`src/audio_echo_tremolo_clip_chain_assert.svh`:
```
// Assertion macros for the audio effects chain.
// Included by the top level; expects clk_i and rst_ni in scope.
`ifndef AUDIO_ECHO_TREMOLO_CLIP_CHAIN_ASSERT_SVH
`define AUDIO_ECHO_TREMOLO_CLIP_CHAIN_ASSERT_SVH

// Same-cycle implication, disabled while reset is asserted.
`define ATC_ASSERT_NOW(lbl, ante, cons, msg) \
  lbl: assert property (@(posedge clk_i) disable iff (!rst_ni) (ante) |-> (cons)) \
    else $error(msg);

// Next-cycle implication, disabled while reset is asserted.
`define ATC_ASSERT_NEXT(lbl, ante, cons, msg) \
  lbl: assert property (@(posedge clk_i) disable iff (!rst_ni) (ante) |=> (cons)) \
    else $error(msg);

`endif

```
`src/atc_pkg.sv`:
```
// Shared constants, tables, types and helpers for the audio effects chain.
// No dependencies; imported by every module of the block.
package atc_pkg;

  localparam int DELAY_DEPTH = 32768;
  localparam int PHASE_BITS  = 16;

  localparam int AW     = $clog2(DELAY_DEPTH);
  localparam int CNT_W  = AW + 1;
  localparam int LEN_W  = 16;
  localparam int CMP_W  = ((CNT_W > LEN_W) ? CNT_W : LEN_W) + 1;
  localparam int PHASE_STEP = ((5 << PHASE_BITS) + 11025) / 22050;

  localparam int CFG_AW = 4;
  localparam int CFG_DW = 32;

  localparam logic [1:0] REG_DELAY    = 2'd0;
  localparam logic [1:0] REG_DEPTH    = 2'd1;
  localparam logic [1:0] REG_SOFTCLIP = 2'd2;
  localparam logic [1:0] REG_VOLUME   = 2'd3;

  localparam logic [6:0] VOLUME_RESET = 7'd80;
  localparam logic [6:0] PCT_MAX      = 7'd100;

  localparam logic signed [15:0] FEEDBACK_Q15 = 16'sd11469;
  localparam logic signed [15:0] WET_Q15      = 16'sd18022;

  // Reciprocal of 100 scaled by 2^37; exact floor for any 32-bit numerator.
  localparam logic [31:0] RECIP100  = 32'h51EB851F;
  localparam int          RECIP_SH  = 37;
  // Offset that makes the volume numerator positive; a multiple of 100.
  localparam logic [31:0] VOL_BIAS  = 32'd838860800;

  localparam logic [15:0] QSINE [0:16] = '{
    16'd0, 16'd3212, 16'd6393, 16'd9512, 16'd12539, 16'd15446, 16'd18204,
    16'd20787, 16'd23170, 16'd25329, 16'd27245, 16'd28898, 16'd30273,
    16'd31356, 16'd32137, 16'd32609, 16'd32767
  };

  localparam logic [15:0] TANH_TAB [0:16] = '{
    16'd0, 16'd8026, 16'd15143, 16'd20813, 16'd24956, 16'd27797, 16'd29660,
    16'd30847, 16'd31589, 16'd32048, 16'd32329, 16'd32500, 16'd32606,
    16'd32670, 16'd32708, 16'd32732, 16'd32746
  };

  typedef struct packed {
    logic [LEN_W-1:0] delay_len;
    logic [6:0]       depth;
    logic             softclip;
    logic [6:0]       volume;
    logic             wr;
    logic             clr;
  } atc_cfg_t;

  function automatic logic signed [23:0] sat24(input logic signed [31:0] v);
    logic signed [23:0] r;
    if (v > 32'sd8388607) begin
      r = 24'sh7FFFFF;
    end else if (v < -32'sd8388608) begin
      r = 24'sh800000;
    end else begin
      r = v[23:0];
    end
    return r;
  endfunction

  // Round a product by a Q15 factor: floor((p + 2^14) / 2^15).
  function automatic logic signed [31:0] q15_rnd(input logic signed [47:0] p);
    logic signed [47:0] s;
    s = (p + 48'sd16384) >>> 15;
    return s[31:0];
  endfunction

endpackage

```
`src/atc_div100.sv`:
```
// Floor division of an unsigned 32-bit value by 100 through a reciprocal
// multiply. Depends on atc_pkg; the caller registers the quotient.
module atc_div100 import atc_pkg::*; (
  input  logic [31:0] num_i,
  output logic [26:0] quo_o
);

  logic [63:0] prod;

  assign prod  = 64'(num_i) * 64'(RECIP100);
  assign quo_o = prod[63:RECIP_SH];

endmodule

```
`config.mk`:
```
export PLATFORM = sky130hd
export DESIGN_NAME = atc_div100
export DESIGN_NICKNAME = d
export VERILOG_FILES = /design/src/audio_echo_tremolo_clip_chain_assert.svh /design/src/atc_pkg.sv /design/src/atc_div100.sv
export SDC_FILE = /design/constraint.sdc
export NUM_CORES = 1
export LEC_CHECK = 0
export BUFFER_PORTS_ARGS = -buffer_cell sky130_fd_sc_hd__clkbuf_2
export CORE_UTILIZATION = 65
export DETAILED_ROUTE_END_ITERATION = 10
export MAX_ROUTING_LAYER = met4
export PLACE_DENSITY = 0.95
export SYNTH_ARGS = -nofsm -noshare
export SYNTH_HDL_FRONTEND = slang
export SYNTH_SLANG_ARGS = --single-unit
```
`constraint.sdc`:
```
create_clock -name vclk -period 8.4
set_input_delay 0 -clock vclk [all_inputs]
set_output_delay 0 -clock vclk [all_outputs]
set_load 0.02 [all_outputs]
```
==> impl_results.md, run 1 <==
- Die Span X: 164 µm
- Initial Utilization: 66.9%
- Post-Syn Nets: 2520
- DP HPWL: 42400 µm
- Ratio of final minimum period to clock period: 87.3%
- Seq. cell area: 0 µm²
- Drt first-iter violations: 904
- Top cell by count, worst path: fa_1
- Hold wc startpoint: num_i[31]
- Cell row count: 58
- Setup Viol. Count Final: 0
- Pins Over Slew Limit: 0
- Hold Fails Final Rpt: 0
- Min Tclk post-route: 7.34 ns
- Post-CTS Setup Inserts: 0
- Slew margin rel.: 54.5%
- Via count: 11900
- Vias in the first global route: 13300
- FF+latch count: 0
- Crit path max-delay family: adder cells
- Cells after synthesis: 1706
- First-pass GRT wire length: 73500 µm
- Vias per cell: 5.71
- Class of the worst hold path: input pin to output port
- Max-cap violations: 0
- Crit path capture type: output port
- Outcome: finished, final reports clean
- GPL Wtd Cong: 1.04
- CP peak stage delay: 0.59 ns
- Die ar.: 26900 µm²
- Total track usage: 38.3%
- Diode count: 0
- Overflow after GRT: 0
- Syn Std Cell Area: 17000 µm²
- Post-route ant nets: 0
- CORE AREA: 25500 µm²
- Hold WS: 1.20 ns
- IO Count: 59
- Largest net degree at the start of global routing: 12
- Critical path startpoint category: input pin
- Crit-path max FO: 10
- Setup_tns: 0 ns
- Layout Cells excl Fill: 2087
- Die Y: 164 µm
- Drt first pass iters: 5
- RSZ-0062 raised after global routing: no
- Yosys cell types: 62
- Routed length per instance: 21.9 µm
- Placed Cells: 2087
- DR DRC count: 0
- Number of nets in the layout: 2573
- CTS Hold Bufs: 0
- Buf/Inv on CP: 6
- Input/output buffers: 58
- Share of cells above drive strength 1: 4.89%
- Clock buf count: 0
- Sequential fraction of the synthesis area: 0%
- Cell depth of the worst min-delay path: 6
- P&R area growth vs syn: 3.81%
- Synth warn: 0
- Crit-path cells: clkbuf_2 > ha_1 > inv_1 > fa_1 > inv_1 > fa_1 > fa_1 > fa_1 > fa_1 > fa_1 > inv_1 > fa_1 > inv_1 > ha_1 > and3_1 > nand2_1 > or3_1 > a2111oi_2 > a21oi_1 > o31ai_4 > a31oi_1 > xnor2_1 > clkbuf_2
- Total wire length: 45800 µm
- Hold path endpoint: quo_o[25]
- Antenna violations before repair: 0
- Fmax: 136 MHz
- CP max stage cell: fa_1
- CP required: 8.40 ns
- WP data arrival: 7.34 ns
- Critical path type: input pin to output port
- Worst-Margin Slew: 0.682 ns
- Post-Syn Area per Cell: 9.99 µm²
- Post-CTS sizing: 0
cell families after synthesis:
family          synth area share [%]
other cells                   0.0220
fa+ha+maj                       74.5
compound gates                  6.51
buf+inv                         13.9
xor+xnor                        1.44
simple gates                    3.59
cells in the mapped netlist, types with 3 or more instances:
cell type    n  share of area [%]
a211oi_1     3               0.13
a21o_1      28                1.2
a21o_2       4               0.21
a21oi_1     50                1.5
a31oi_1      5               0.18
and3_1       9               0.33
and3_2       3               0.13
fa_1       389                 46
ha_1       393                 29
inv_1      618                 14
nand2_1     36               0.79
nand2b_1     5               0.18
nand3_1      6               0.18
nand4_1     13               0.48
nor2_1      18               0.40
nor2b_1      3               0.11
nor3_1       6               0.18
o211ai_1     5               0.22
o21a_1       4               0.18
o21ai_0     25               0.73
o21bai_1     5               0.22
o221ai_1     3               0.15
xnor2_1     17               0.87
xor2_1      11               0.57
stage by stage:
| step | util (%) | area [µm²] | setup slack, ns |
|---|---|---|---|
| 2_1_floorplan | - | 17000 | 2.32 |
| 3_3_place_gp | 69.5 | 17700 | 1.20 |
| 3_5_place_dp | 69.5 | 17700 | 1.17 |
| 4_1_cts | 69.5 | 17700 | 1.12 |
| 5_1_grt | 69.5 | 17700 | 0.836 |
| 6_report | 69.5 | 17700 | 1.06 |
cell type report:
class	count	area, µm²
inverters	618	2320
fillers	1923	7770
repair buffers	58	290
well taps	330	413
multi-input cells	1081	14700
cells in the final DEF (no fill, tap or decap), types with 3 or more instances in the layout:
master    instances
o221ai_1          3
nand2_1          36
xor2_1           11
a21o_2            4
o21bai_1          5
nor3_1            6
xnor2_1          17
clkbuf_2         58
fa_1            389
nor2_1           18
nor2b_1           3
a21oi_1          50
o211ai_1          5
nand2b_1          5
a31oi_1           5
a21o_1           28
nand3_1           6
a211oi_1          3
inv_1           618
o21a_1            4
ha_1            393
nand4_1          13
o21ai_0          25
and3_2            3
and3_1            9
how the worst max path moves through the flow:
stage / startpoint / end / slack (ns) / cells past startpoint
after floorplan: num_i[4] / quo_o[18] / 2.32 / 24
after global placement: num_i[14] / quo_o[13] / 1.20 / 23
after detailed placement: num_i[14] / quo_o[24] / 1.17 / 23
after CTS: num_i[14] / quo_o[24] / 1.12 / 23
after global routing: num_i[14] / quo_o[13] / 0.84 / 23
final: num_i[14] / quo_o[24] / 1.06 / 23
per-layer routing:
| layer | routed length (µm) | GRT usage (%) |
|---|---|---|
| met1 | 18700 | 51.1 |
| met2 | 21300 | 60.8 |
| met3 | 3950 | 5.66 |
| met4 | 1810 | 11.4 |
| met5 | 0 | - |
Power of run 1 is left out: the tool's default activity adds up to more than one toggle a clock period on the data nets, which glitch-free logic cannot reach.
==> run 2, diff against run 1 <==
Settings changed: ABC_AREA set to 1.
==> impl_results.md, run 2 <==
- Die ar.: 30500 µm² (+13%)
- Most frequent cells in the layout: inv_1, nand2_1, ha_1
- Routed length per instance: 19.9 µm (-9.2%)
- Post-route ant nets: 0 (unchanged)
- Drt first-iter violations: 1037 (+15%)
- Pins Over Slew Limit: 0 (unchanged)
- CORE AREA: 29000 µm² (+14%)
- Drt first pass iters: 5 (unchanged)
- Setup Viol. Count Final: 0 (unchanged)
- Die Span X: 175 µm (+6.5%)
- IO Count: 59 (unchanged)
- Initial Utilization: 66.7% (-0.22 points)
- Setup_tns: 0 ns (unchanged)
- GPL Wtd Cong: 1.09 (+4.8%)
- Crit-path max FO: 9 (-1)
- Synth warn: 0 (unchanged)
- Synth top cells by count: inv_1, nand2_1, ha_1, fa_1, nor2_1
- Synth area leader: fa_1
- Slew margin rel.: 57.5% (+3.0 points)
- P&R area growth vs syn: 3.96%
- Fmax: 157 MHz (+15%)
- Yosys cell types: 26 (-58%)
- Post-Syn Nets: 3271 (+30%)
- Cells after synthesis: 2457 (+44%)
- Total track usage: 42.1% (+3.8 points)
- Die Y: 175 µm (+6.5%)
- Post-CTS sizing: 0 (unchanged)
- Number of nets in the layout: 3330 (+29%)
- Class of the worst hold path: input pin to output port
- Overflow after GRT: 0 (unchanged)
- Post-Syn Area per Cell: 7.88 µm² (-21%)
- Via count: 15400 (+29%)
- Sequential fraction of the synthesis area: 0% (unchanged)
- Seq. cell area: 0 µm² (unchanged)
- First-pass GRT wire length: 92900 µm (+26%)
- Crit path capture type: output port
- CTS Hold Bufs: 0 (unchanged)
- Post-CTS Setup Inserts: 0 (unchanged)
- Ratio of final minimum period to clock period: 75.9% (-11 points)
- Antenna violations before repair: 1 (+1)
- Max-cap violations: 0 (unchanged)
- Util after Layout: 69.3% (-0.14 points)
- Critical path startpoint category: input pin
- Clock buf count: 0 (unchanged)
- CP peak stage delay: 0.60 ns (about the same)
- CP required: 8.40 ns (about the same)
- Worst-Margin Slew: 0.631 ns (-0.0511 ns)
- FF+latch count: 0 (unchanged)
- Syn Std Cell Area: 19400 µm² (+14%)
- DR DRC count: 0 (unchanged)
- Cell row count: 62 (+6.9%)
- Crit path max-delay family: adder cells
- Dominant cell by count in the synthesized netlist: inv_1
- Synth top area share: 40.2% (-5.4 points)
- Largest net degree at the start of global routing: 12 (unchanged)
- Vias per cell: 5.30 (-7.2%)
- Most common cell after layout, fill and taps aside: inv_1
- Critical path type: input pin to output port
- CP max stage cell: fa_1
- Vias in the first global route: 16900 (+27%)
- WP data arrival: 6.37 ns (-0.97 ns)
- Min Tclk post-route: 6.37 ns (-0.965 ns)
- RSZ-0062 raised after global routing: no
- Share of cells above drive strength 1: 3.74% (-1.2 points)
- Total wire length: 57800 µm (+26%)
- Input/output buffers: 58 (unchanged)
- DP HPWL: 53800 µm (+27%)
- Area contributors post-synth: fa_1, ha_1, inv_1
- Buf/Inv on CP: 9 (+3)
- Outcome: finished, final reports clean
- Hold Fails Final Rpt: 0 (unchanged)
[run 2: cell types whose count changed after synthesis, sizes merged, moves of 21 or more]
cell,previous run,this run
a21o,32,0
inv,618,888
nand2,37,544
nand3,6,51
nor2,18,93
o21ai,27,6
[run 2: path summary, 6_finish.rpt]
check / from / end / slack [ns] / cells past startpoint
hold / removal: num_i[31] / quo_o[25] / 1.18 / 7
setup / recovery: num_i[4] / quo_o[25] / 2.03 / 27
[run 2: logic make-up after synthesis]
group	Yosys count	synth area share [%]
compound gates	53	1.47
other cells	1	0.0194
fa+ha+maj	782	65.6
simple gates	728	15.4
xor+xnor	4	0.181
buf+inv	889	17.3
[run 2: stage by stage]
stage / cells / instance area (µm²) / hold WS [ns] / setup WS (ns)
2_1_floorplan: 2457 / 19400 / 0.597 / 3.28
6_report: 2899 / 20100 / 1.18 / 2.03
4_1_cts: 2898 / 20100 / 1.18 / 2.12
3_5_place_dp: 2898 / 20100 / 1.18 / 2.13
5_1_grt: 2899 / 20100 / 1.24 / 1.85
3_3_place_gp: 2898 / 20100 / 1.13 / 2.17
[run 2: tightest hold or removal path: stages]
cell      delay (ns)
clkbuf_2        0.32
fa_1            0.28
xor2_1          0.10
xor2_1          0.20
nand3_1         0.09
nand2_1         0.05
clkbuf_2        0.14
[run 2: final cells by class]
type,count,area [µm²]
Antenna cell,1,2.50
Fill cell,2500,8890
Inverter,888,3330
Multi-Input combinational cell,1568,16000
Tap cell,384,480
Timing Repair Buffer,58,290
[run 2: routing by layer]
| metal | track usage (%) | routed length (µm) |
|---|---|---|
| met5 | - | 0 |
| met1 | 50.0 | 22000 |
| met4 | 22.8 | 4070 |
| met3 | 6.63 | 4190 |
| met2 | 68.9 | 27500 |
