[src/audio_echo_tremolo_clip_chain_assert.svh]
// Assertion macros for the audio effects chain.
// Included by the top level; expects clk_i and rst_ni in scope.
`ifndef AUDIO_ECHO_TREMOLO_CLIP_CHAIN_ASSERT_SVH
`define AUDIO_ECHO_TREMOLO_CLIP_CHAIN_ASSERT_SVH

// Same-cycle implication, disabled while reset is asserted.
`define ATC_ASSERT_NOW(lbl, ante, cons, msg) \
  lbl: assert property (@(posedge clk_i) disable iff (!rst_ni) (ante) |-> (cons)) \
    else $error(msg);

// Next-cycle implication, disabled while reset is asserted.
`define ATC_ASSERT_NEXT(lbl, ante, cons, msg) \
  lbl: assert property (@(posedge clk_i) disable iff (!rst_ni) (ante) |=> (cons)) \
    else $error(msg);

`endif

[src/atc_pkg.sv]
// Shared constants, tables, types and helpers for the audio effects chain.
// No dependencies; imported by every module of the block.
package atc_pkg;

  localparam int DELAY_DEPTH = 32768;
  localparam int PHASE_BITS  = 16;

  localparam int AW     = $clog2(DELAY_DEPTH);
  localparam int CNT_W  = AW + 1;
  localparam int LEN_W  = 16;
  localparam int CMP_W  = ((CNT_W > LEN_W) ? CNT_W : LEN_W) + 1;
  localparam int PHASE_STEP = ((5 << PHASE_BITS) + 11025) / 22050;

  localparam int CFG_AW = 4;
  localparam int CFG_DW = 32;

  localparam logic [1:0] REG_DELAY    = 2'd0;
  localparam logic [1:0] REG_DEPTH    = 2'd1;
  localparam logic [1:0] REG_SOFTCLIP = 2'd2;
  localparam logic [1:0] REG_VOLUME   = 2'd3;

  localparam logic [6:0] VOLUME_RESET = 7'd80;
  localparam logic [6:0] PCT_MAX      = 7'd100;

  localparam logic signed [15:0] FEEDBACK_Q15 = 16'sd11469;
  localparam logic signed [15:0] WET_Q15      = 16'sd18022;

  // Reciprocal of 100 scaled by 2^37; exact floor for any 32-bit numerator.
  localparam logic [31:0] RECIP100  = 32'h51EB851F;
  localparam int          RECIP_SH  = 37;
  // Offset that makes the volume numerator positive; a multiple of 100.
  localparam logic [31:0] VOL_BIAS  = 32'd838860800;

  localparam logic [15:0] QSINE [0:16] = '{
    16'd0, 16'd3212, 16'd6393, 16'd9512, 16'd12539, 16'd15446, 16'd18204,
    16'd20787, 16'd23170, 16'd25329, 16'd27245, 16'd28898, 16'd30273,
    16'd31356, 16'd32137, 16'd32609, 16'd32767
  };

  localparam logic [15:0] TANH_TAB [0:16] = '{
    16'd0, 16'd8026, 16'd15143, 16'd20813, 16'd24956, 16'd27797, 16'd29660,
    16'd30847, 16'd31589, 16'd32048, 16'd32329, 16'd32500, 16'd32606,
    16'd32670, 16'd32708, 16'd32732, 16'd32746
  };

  typedef struct packed {
    logic [LEN_W-1:0] delay_len;
    logic [6:0]       depth;
    logic             softclip;
    logic [6:0]       volume;
    logic             wr;
    logic             clr;
  } atc_cfg_t;

  function automatic logic signed [23:0] sat24(input logic signed [31:0] v);
    logic signed [23:0] r;
    if (v > 32'sd8388607) begin
      r = 24'sh7FFFFF;
    end else if (v < -32'sd8388608) begin
      r = 24'sh800000;
    end else begin
      r = v[23:0];
    end
    return r;
  endfunction

  // Round a product by a Q15 factor: floor((p + 2^14) / 2^15).
  function automatic logic signed [31:0] q15_rnd(input logic signed [47:0] p);
    logic signed [47:0] s;
    s = (p + 48'sd16384) >>> 15;
    return s[31:0];
  endfunction

endpackage

[src/atc_cfg_regs.sv]
// APB register file for the effects chain settings.
// Depends on atc_pkg; delivers settings and write strobes as one struct.
module atc_cfg_regs import atc_pkg::*; (
  input  logic              clk_i,
  input  logic              rst_ni,
  input  logic              psel,
  input  logic              penable,
  input  logic              pwrite,
  input  logic [CFG_AW-1:0] paddr,
  input  logic [CFG_DW-1:0] pwdata,
  output logic [CFG_DW-1:0] prdata,
  output logic              pready,
  output atc_cfg_t          cfg_o
);

  logic [LEN_W-1:0] delay_len_q, delay_len_d;
  logic [6:0]       depth_q, depth_d;
  logic             softclip_q, softclip_d;
  logic [6:0]       volume_q, volume_d;
  logic             wr;
  logic [1:0]       idx;
  logic [LEN_W-1:0] len_c;
  logic             clr;

  assign pready = 1'b1;
  assign wr     = psel & penable & pwrite;
  assign idx    = paddr[3:2];

  // Lengths beyond the store act as the full store.
  assign len_c = ({1'b0, pwdata[LEN_W-1:0]} > (LEN_W+1)'(DELAY_DEPTH)) ?
                 LEN_W'(DELAY_DEPTH) : pwdata[LEN_W-1:0];

  // Only a new nonzero length empties the ring.
  assign clr = wr && (idx == REG_DELAY) && (len_c != '0) && (len_c != delay_len_q);

  always_comb begin
    delay_len_d = delay_len_q;
    depth_d     = depth_q;
    softclip_d  = softclip_q;
    volume_d    = volume_q;
    if (wr) begin
      case (idx)
        REG_DELAY: begin
          if (len_c == '0) begin
            delay_len_d = '0;
          end else begin
            delay_len_d = len_c;
          end
        end
        REG_DEPTH:    depth_d    = pwdata[6:0];
        REG_SOFTCLIP: softclip_d = pwdata[0];
        REG_VOLUME:   volume_d   = pwdata[6:0];
        default: ;
      endcase
    end
  end

  always_ff @(posedge clk_i or negedge rst_ni) begin
    if (!rst_ni) begin
      delay_len_q <= '0;
      depth_q     <= '0;
      softclip_q  <= 1'b0;
      volume_q    <= VOLUME_RESET;
    end else begin
      delay_len_q <= delay_len_d;
      depth_q     <= depth_d;
      softclip_q  <= softclip_d;
      volume_q    <= volume_d;
    end
  end

  always_comb begin
    case (idx)
      REG_DELAY:    prdata = CFG_DW'(delay_len_q);
      REG_DEPTH:    prdata = CFG_DW'(depth_q);
      REG_SOFTCLIP: prdata = CFG_DW'(softclip_q);
      REG_VOLUME:   prdata = CFG_DW'(volume_q);
      default:      prdata = '0;
    endcase
  end

  assign cfg_o = '{
    delay_len: delay_len_q,
    depth:     depth_q,
    softclip:  softclip_q,
    volume:    volume_q,
    wr:        wr,
    clr:       clr
  };

endmodule

[config.mk]
export PLATFORM = sky130hd
export DESIGN_NAME = atc_cfg_regs
export DESIGN_NICKNAME = d
export VERILOG_FILES = /design/src/audio_echo_tremolo_clip_chain_assert.svh /design/src/atc_pkg.sv /design/src/atc_cfg_regs.sv
export SDC_FILE = /design/constraint.sdc
export NUM_CORES = 1
export LEC_CHECK = 0
export BUFFER_PORTS_ARGS = -buffer_cell sky130_fd_sc_hd__buf_2
export CORE_MARGIN = 2
export CORE_UTILIZATION = 49
export CTS_BUF_LIST = sky130_fd_sc_hd__clkbuf_4 sky130_fd_sc_hd__clkbuf_8
export DETAILED_ROUTE_END_ITERATION = 6
export GPL_TIMING_DRIVEN = 1
export HOLD_SLACK_MARGIN = 0.05
export PLACE_DENSITY_LB_ADDON = 0.05
export SYNTH_ARGS = -nofsm -noshare
export SYNTH_HDL_FRONTEND = slang
export SYNTH_SLANG_ARGS = --single-unit
[constraint.sdc]
create_clock -name clk_i -period 3.9 [get_ports clk_i]
set_input_delay 0.585 -clock clk_i [delete_from_list [all_inputs] [get_ports clk_i]]
set_output_delay 0.585 -clock clk_i [all_outputs]
set_load 0.02 [all_outputs]
==> results.toml, run 1 <==
[critical_path]
r2r_slack_ns = 3.11
worst_ep_arrival_time_ns = 2.15
r2r_cells = 1
end_kind = "output port"
crit_fanout = 6
r2r_start = "delay_len_q[10]$_DFFE_PN0P_"
cp_data_required_time_ns = 3.31
r2r_end = "delay_len_q[10]$_DFFE_PN0P_"
path_class = "in2out"
start_kind = "primary input"

[run]
cap_violations = 0

[layout]
final_cell_mix = "buf_2, dfrtp_1, conb_1, mux2_2, a22o_1"
nets = 293
stdcell_area_mm2 = 0.00225
final_common_cell = "buf_2"
nFillCells = 338
area_growth_pct = 20.4
insertedDiodeCount = 0
final_layout_size_suffix_gt1_share_pct = 41.1

[place]
dp_hpwl_um = 3430
gp_congestion = 0.872
post-place-ws_ns = 1.15
placed_cell_area_mm2 = 0.00216
portBuffers = 71

[min_path]
hp-class = "in2async"

[yosys]
syn_avg_cell_area_um2 = 10.0
synth-seq-cells = 31
ys_seq_area_share_pct = 41.6
synth_edf_count = 0
ys_async_sr_fraction_pct = 100
ys.flop_type = "dfrtp_1"
synth_cell_type_count = 40
ys_warn_count = 0
netlist_area_mm2 = 0.00187
syn_inst = 186

[die]
ios = 107
core_mm2 = 0.00366
start_util_pct = 51.1
die_h_um = 65.8
rows = 22
die-area_mm2 = 0.00433
die_x_um = 65.8

[sta]
worst_slack_ns = 1.17
fin_crit_sh_pct = 70.0
fmax_mhz = 366
tns_ns = 0
hold_violations = 0
worst_pin_slew_ns = 0.688
worst_clock_skew_ns = 0
slew_violations = 0
rsz0062_at_grt = "false"
min_period_ns = 2.73
report.final.setup_viol = 0
maxSlewHeadroom_pct = 54.1

[cts]
clock-root-buffer = "clkbuf_8"
clock_latency_ns = 0.28
clock-sinks = 31
clockBufferDepth = 2
cts_resized = 0
cts_buffers = 5
htreeDepth = 2
cts_tree = "done"
holdBufCountCts = 0
clk_pin_slew_worst_paths_ns = 0.07
postCtsSetupBuffers = 0

[route]
drc_errors = 0
ant_nets = 0
viasPerCell = 5.44
drt_iter0_drc = 109
vias = 1636
drt_pass1_iterations = 4
wl_per_cell_um = 15.2
routed_wl_um = 4580

[global_routing]
grt_antenna_before_repair = 0
grt_max_degree = 32
grt.overflow.total = 0
grt_pass1_vias = 1366
grt_pass1_wl_um = 7180
grt.total_usage_pct = 22.3

[power_and_ir_drop]
leakage_nw = 1.14
peakVddDrop_v = 0.000334
powerDensity_mw_per_mm2 = 479

[status]
status = "complete, no violations"
logic make-up (layout without fill, tap and decap cells):
logic type             after synthesis  in the layout  synth area share, %
XOR/XNOR                             7              7                 3.28
AO/OA/AOI/OAI                       40             40                 15.7
multiplexers                        22             22                 13.5
buffers and inverters               39             91                 12.7
flip-flops                          31             31                 41.6
other                                2             17                0.402
AND/OR/NAND/NOR                     45             45                 12.8
how the worst max path moves through the flow:
stage / start / endpoint / cells past startpoint
5_1_grt: pwdata[5] / cfg_o[0] / 8
2_1_floorplan: pwdata[15] / cfg_o[0] / 8
3_5_place_dp: pwdata[5] / cfg_o[0] / 8
3_3_place_gp: pwdata[5] / cfg_o[0] / 8
4_1_cts: pwdata[5] / cfg_o[0] / 8
6_report: pwdata[5] / cfg_o[0] / 8
cells in the mapped netlist, drive strengths merged, types with 2 or more instances:
cell type,instances,share of area (%)
and2,6,2.0
conb,2,0.40
a222oi,2,1.1
buf,25,9.8
nand4,3,1.0
nor4,5,1.7
o21ai,12,3.2
xnor2,2,0.94
nand3,3,0.80
o32a,2,1.1
inv,9,1.9
nor2,5,1.1
o22ai,4,1.3
mux2i,6,3.2
dfrtp,29,39
mux2,15,9.0
a22o,14,6.6
nor3,6,1.9
clkbuf,5,1.0
dfstp,2,2.8
nand2,12,2.4
xor2,5,2.3
per-layer routing:
metal  routed length, um  up-vias  track usage [%]
li1                    -      769                -
met1                2070      776             31.2
met2                2070       82             33.1
met3                 365        9             5.48
met4                  75        0             8.33
met5                   0        -                0
report_power, final:
group / internal, W / leakage (nW) / switching, W / total [W]
registers: 0.000387 / 0.392 / 0.0000619 / 0.000449
logic: 0.000151 / 0.710 / 0.000228 / 0.000380
clock network: 0.000124 / 0.0402 / 0.000125 / 0.000249
total: 0.000662 / 1.14 / 0.000416 / 0.00108
flip-flops by register name, indices dropped and copies added (netlist names):
register     flops
delay_len_q     16
depth_q          7
volume_q         7
softclip_q       1
stage by stage:
step | power (W) | util (%) | hold slack, ns | cells
3_3_place_gp | 0.000831 | 59.1 | 0.507 | 293
6_report | 0.00108 | 61.5 | 0.337 | 301
5_1_grt | 0.00114 | 61.5 | 0.392 | 301
2_1_floorplan | 0.000716 | - | 0.289 | 201
4_1_cts | 0.00108 | 61.5 | 0.353 | 301
3_5_place_dp | 0.000836 | 59.1 | 0.511 | 293
worst max-delay path, stage by stage:
cell	delay, ns
buf_2	0.14
nor4_1	0.34
nand4_1	0.26
nand3_1	0.15
nand4_1	0.12
o31ai_1	0.26
a221oi_1	0.12
buf_2	0.17
area by class of cell:
cell class / instances / area, um2 / share of cell area, %
Multi-Input combinational cell: 131 / 910 / 40.4
Sequential cell: 31 / 778 / 34.6
Timing Repair Buffer: 74 / 378 / 16.8
Clock buffer: 5 / 68.8 / 3.06
Tap cell: 48 / 60.1 / 2.67
Inverter: 9 / 36.3 / 1.61
Clock inverter: 3 / 20.0 / 0.889
(Power assumes the default switching activity.)
==> run 2, diff against run 1 <==
--- a/config.mk
+++ b/config.mk
@@ -5,9 +5,10 @@
 export SDC_FILE = /design/constraint.sdc
 export NUM_CORES = 1
 export LEC_CHECK = 0
+export ABC_AREA = 1
 export BUFFER_PORTS_ARGS = -buffer_cell sky130_fd_sc_hd__buf_2
 export CORE_MARGIN = 2
-export CORE_UTILIZATION = 49
+export CORE_UTILIZATION = 46
 export CTS_BUF_LIST = sky130_fd_sc_hd__clkbuf_4 sky130_fd_sc_hd__clkbuf_8
 export DETAILED_ROUTE_END_ITERATION = 6
 export GPL_TIMING_DRIVEN = 1
==> constraint.sdc (replaced) <==
create_clock -name clk_i -period 2.6 [get_ports clk_i]
set_input_delay 0.39 -clock clk_i [delete_from_list [all_inputs] [get_ports clk_i]]
set_output_delay 0.39 -clock clk_i [all_outputs]
set_load 0.02 [all_outputs]
==> results.toml, run 2 <==
[die]
die_h_um = 68.7
start_util_pct = 47.8
core_mm2 = 0.00403
die_x_um = 68.7
rows = 23
die-area_mm2 = 0.00472
ios = 107

[layout]
finalNonFillerCells = 404
top_regs = "delay_len_q (16), depth_q (7), volume_q (7)"
largest_reg_flops = 16
final_common_cell = "nand2_1"
insertedDiodeCount = 0
final_cell_mix = "nand2_1, buf_2, nor2_1, o21ai_0, dfrtp_1"
nets = 394
top_register = "delay_len_q"
final_layout_size_suffix_gt1_share_pct = 25.1
nFillCells = 410
area_growth_pct = 21.8

[sta]
fin_crit_sh_pct = 90.5
slew_violations = 0
min_period_ns = 2.35
fmax_mhz = 425
tns_ns = 0
rsz0062_at_grt = "false"
worst_pin_slew_ns = 0.701
maxSlewHeadroom_pct = 53.3
hold_violations = 0
report.final.setup_viol = 0
worst_clock_skew_ns = 0

[cts]
cts_resized = 0
htreeDepth = 2
clockBufferDepth = 2
cts_tree = "done"
clk_pin_slew_worst_paths_ns = 0.07
postCtsSetupBuffers = 0
clock-sinks = 31
holdBufCountCts = 0
clock_latency_ns = 0.28
cts_buffers = 5
clock-root-buffer = "clkbuf_8"

[yosys]
ys_top_cells_by_area = "dfrtp_1, nand2_1, buf_4"
synth_common_cells = "nand2_1, nor2_1, o21ai_0"
ys.flop_type = "dfrtp_1"
syn_avg_cell_area_um2 = 6.78
ys_seq_area_share_pct = 40.4
synth_edf_count = 0
netlist.area_leader.share_pct = 37.7
yosysMostFrequentCell = "nand2_1"
synth-seq-cells = 31
ys_async_sr_fraction_pct = 100
yosys.area.top_type = "dfrtp_1"
ys_warn_count = 0
synth_cell_type_count = 20
syn_inst = 284
netlist_area_mm2 = 0.00193

[power_and_ir_drop]
peakVddDrop_v = 0.000473
leakage_nw = 1.32
powerDensity_mw_per_mm2 = 675

[critical_path]
r2r_start = "volume_q[6]$_DFFE_PN1P_"
worst_ep_arrival_time_ns = 1.96
path_class = "in2out"
r2r_end = "volume_q[6]$_DFFE_PN1P_"
start_kind = "primary input"
crit_start = "pwdata[15]"
r2r_cells = 2
r2r_slack_ns = 1.84
crit_fanout = 18
end_kind = "output port"
cp_data_required_time_ns = 2.21
endpoint = "cfg_o[0]"

[route]
drt_iter0_drc = 122
viasPerCell = 4.72
wl_per_cell_um = 11.4
vias = 1906
drc_errors = 0
routed_wl_um = 4610
drt_pass1_iterations = 4
ant_nets = 0

[place]
portBuffers = 71
dp.cells = 396
gp_congestion = 0.774
dp_hpwl_um = 3490

[global_routing]
top_usage_layer = "met2"
grt_antenna_before_repair = 0
grt.overflow.total = 0
grt_pass1_vias = 1668
use_met1_pct = 27.0
met2_usage_pct = 33.3
grt_max_degree = 32
grt_util_met3_pct = 5.84
grt_pass1_wl_um = 7220
grt.total_usage_pct = 20.7

[status]
status = "complete, no violations"

[run]
cap_violations = 0

[min_path]
hp-class = "in2async"
-- run 2: worst max-delay path, cell delays in order --
cell     delay (ns)
buf_2          0.13
inv_1          0.08
nor2_1         0.09
nand2_1        0.06
nor2_1         0.08
nand2_1        0.06
nand2_2        0.18
buf_12         0.18
nand2_1        0.06
nand2_1        0.05
nand2_1        0.05
nor2_1         0.12
nand2_1        0.07
nor2_1         0.12
a21oi_2        0.07
buf_2          0.17
-- run 2: cell type report --
type	instances	area, um2	area share [%]
inverters	28	105	4.48
repair buffers	75	398	17.0
well taps	50	62.6	2.67
clock inverters	1	5.00	0.213
clock buffers	7	90.1	3.84
flip-flops and latches	31	778	33.2
multi-input cells	212	907	38.7
-- run 2: metrics by stage --
step | util (%) | total power (W) | cell area, um2 | worst slack [ns] | hold WS [ns]
floorplan | - | 0.00103 | 1980 | 0.666 | 0.0944
global placement | 55.9 | 0.00119 | 2250 | 0.256 | 0.480
detailed placement | 55.9 | 0.00120 | 2250 | 0.241 | 0.483
CTS | 58.2 | 0.00160 | 2350 | 0.242 | 0.174
global route | 58.2 | 0.00170 | 2350 | 0.0192 | 0.208
finish | 58.2 | 0.00158 | 2350 | 0.246 | 0.151
-- run 2: how the worst min path moves through the flow --
stage | startpoint | endpoint
finish | rst_ni | depth_q[0]$_DFFE_PN0P_
floorplan | rst_ni | delay_len_q[0]$_DFFE_PN0P_
global placement | rst_ni | depth_q[0]$_DFFE_PN0P_
detailed placement | rst_ni | volume_q[0]$_DFFE_PN0P_
CTS | rst_ni | volume_q[0]$_DFFE_PN0P_
global route | rst_ni | softclip_q$_DFFE_PN0P_
-- run 2: where the power goes --
part	leakage (nW)	internal (W)	switching [W]
registers	0.397	0.000574	0.0000755
clock network	0.0517	0.000224	0.000175
logic	0.870	0.000178	0.000357
-- run 2: metal layers --
metal  vias up  share of wire (%)
met5         -                  0
met3         5                7.0
met4         0                1.1
met1       840                 46
met2        73                 46
li1        988                  -
-- run 2: cells by family after synthesis --
logic type	after synthesis	synth area share (%)
flops	31	40.4
xor+xnor	1	0.455
buf+inv	56	15.4
simple gates	155	32.0
other cells	2	0.390
compound gates	39	11.3
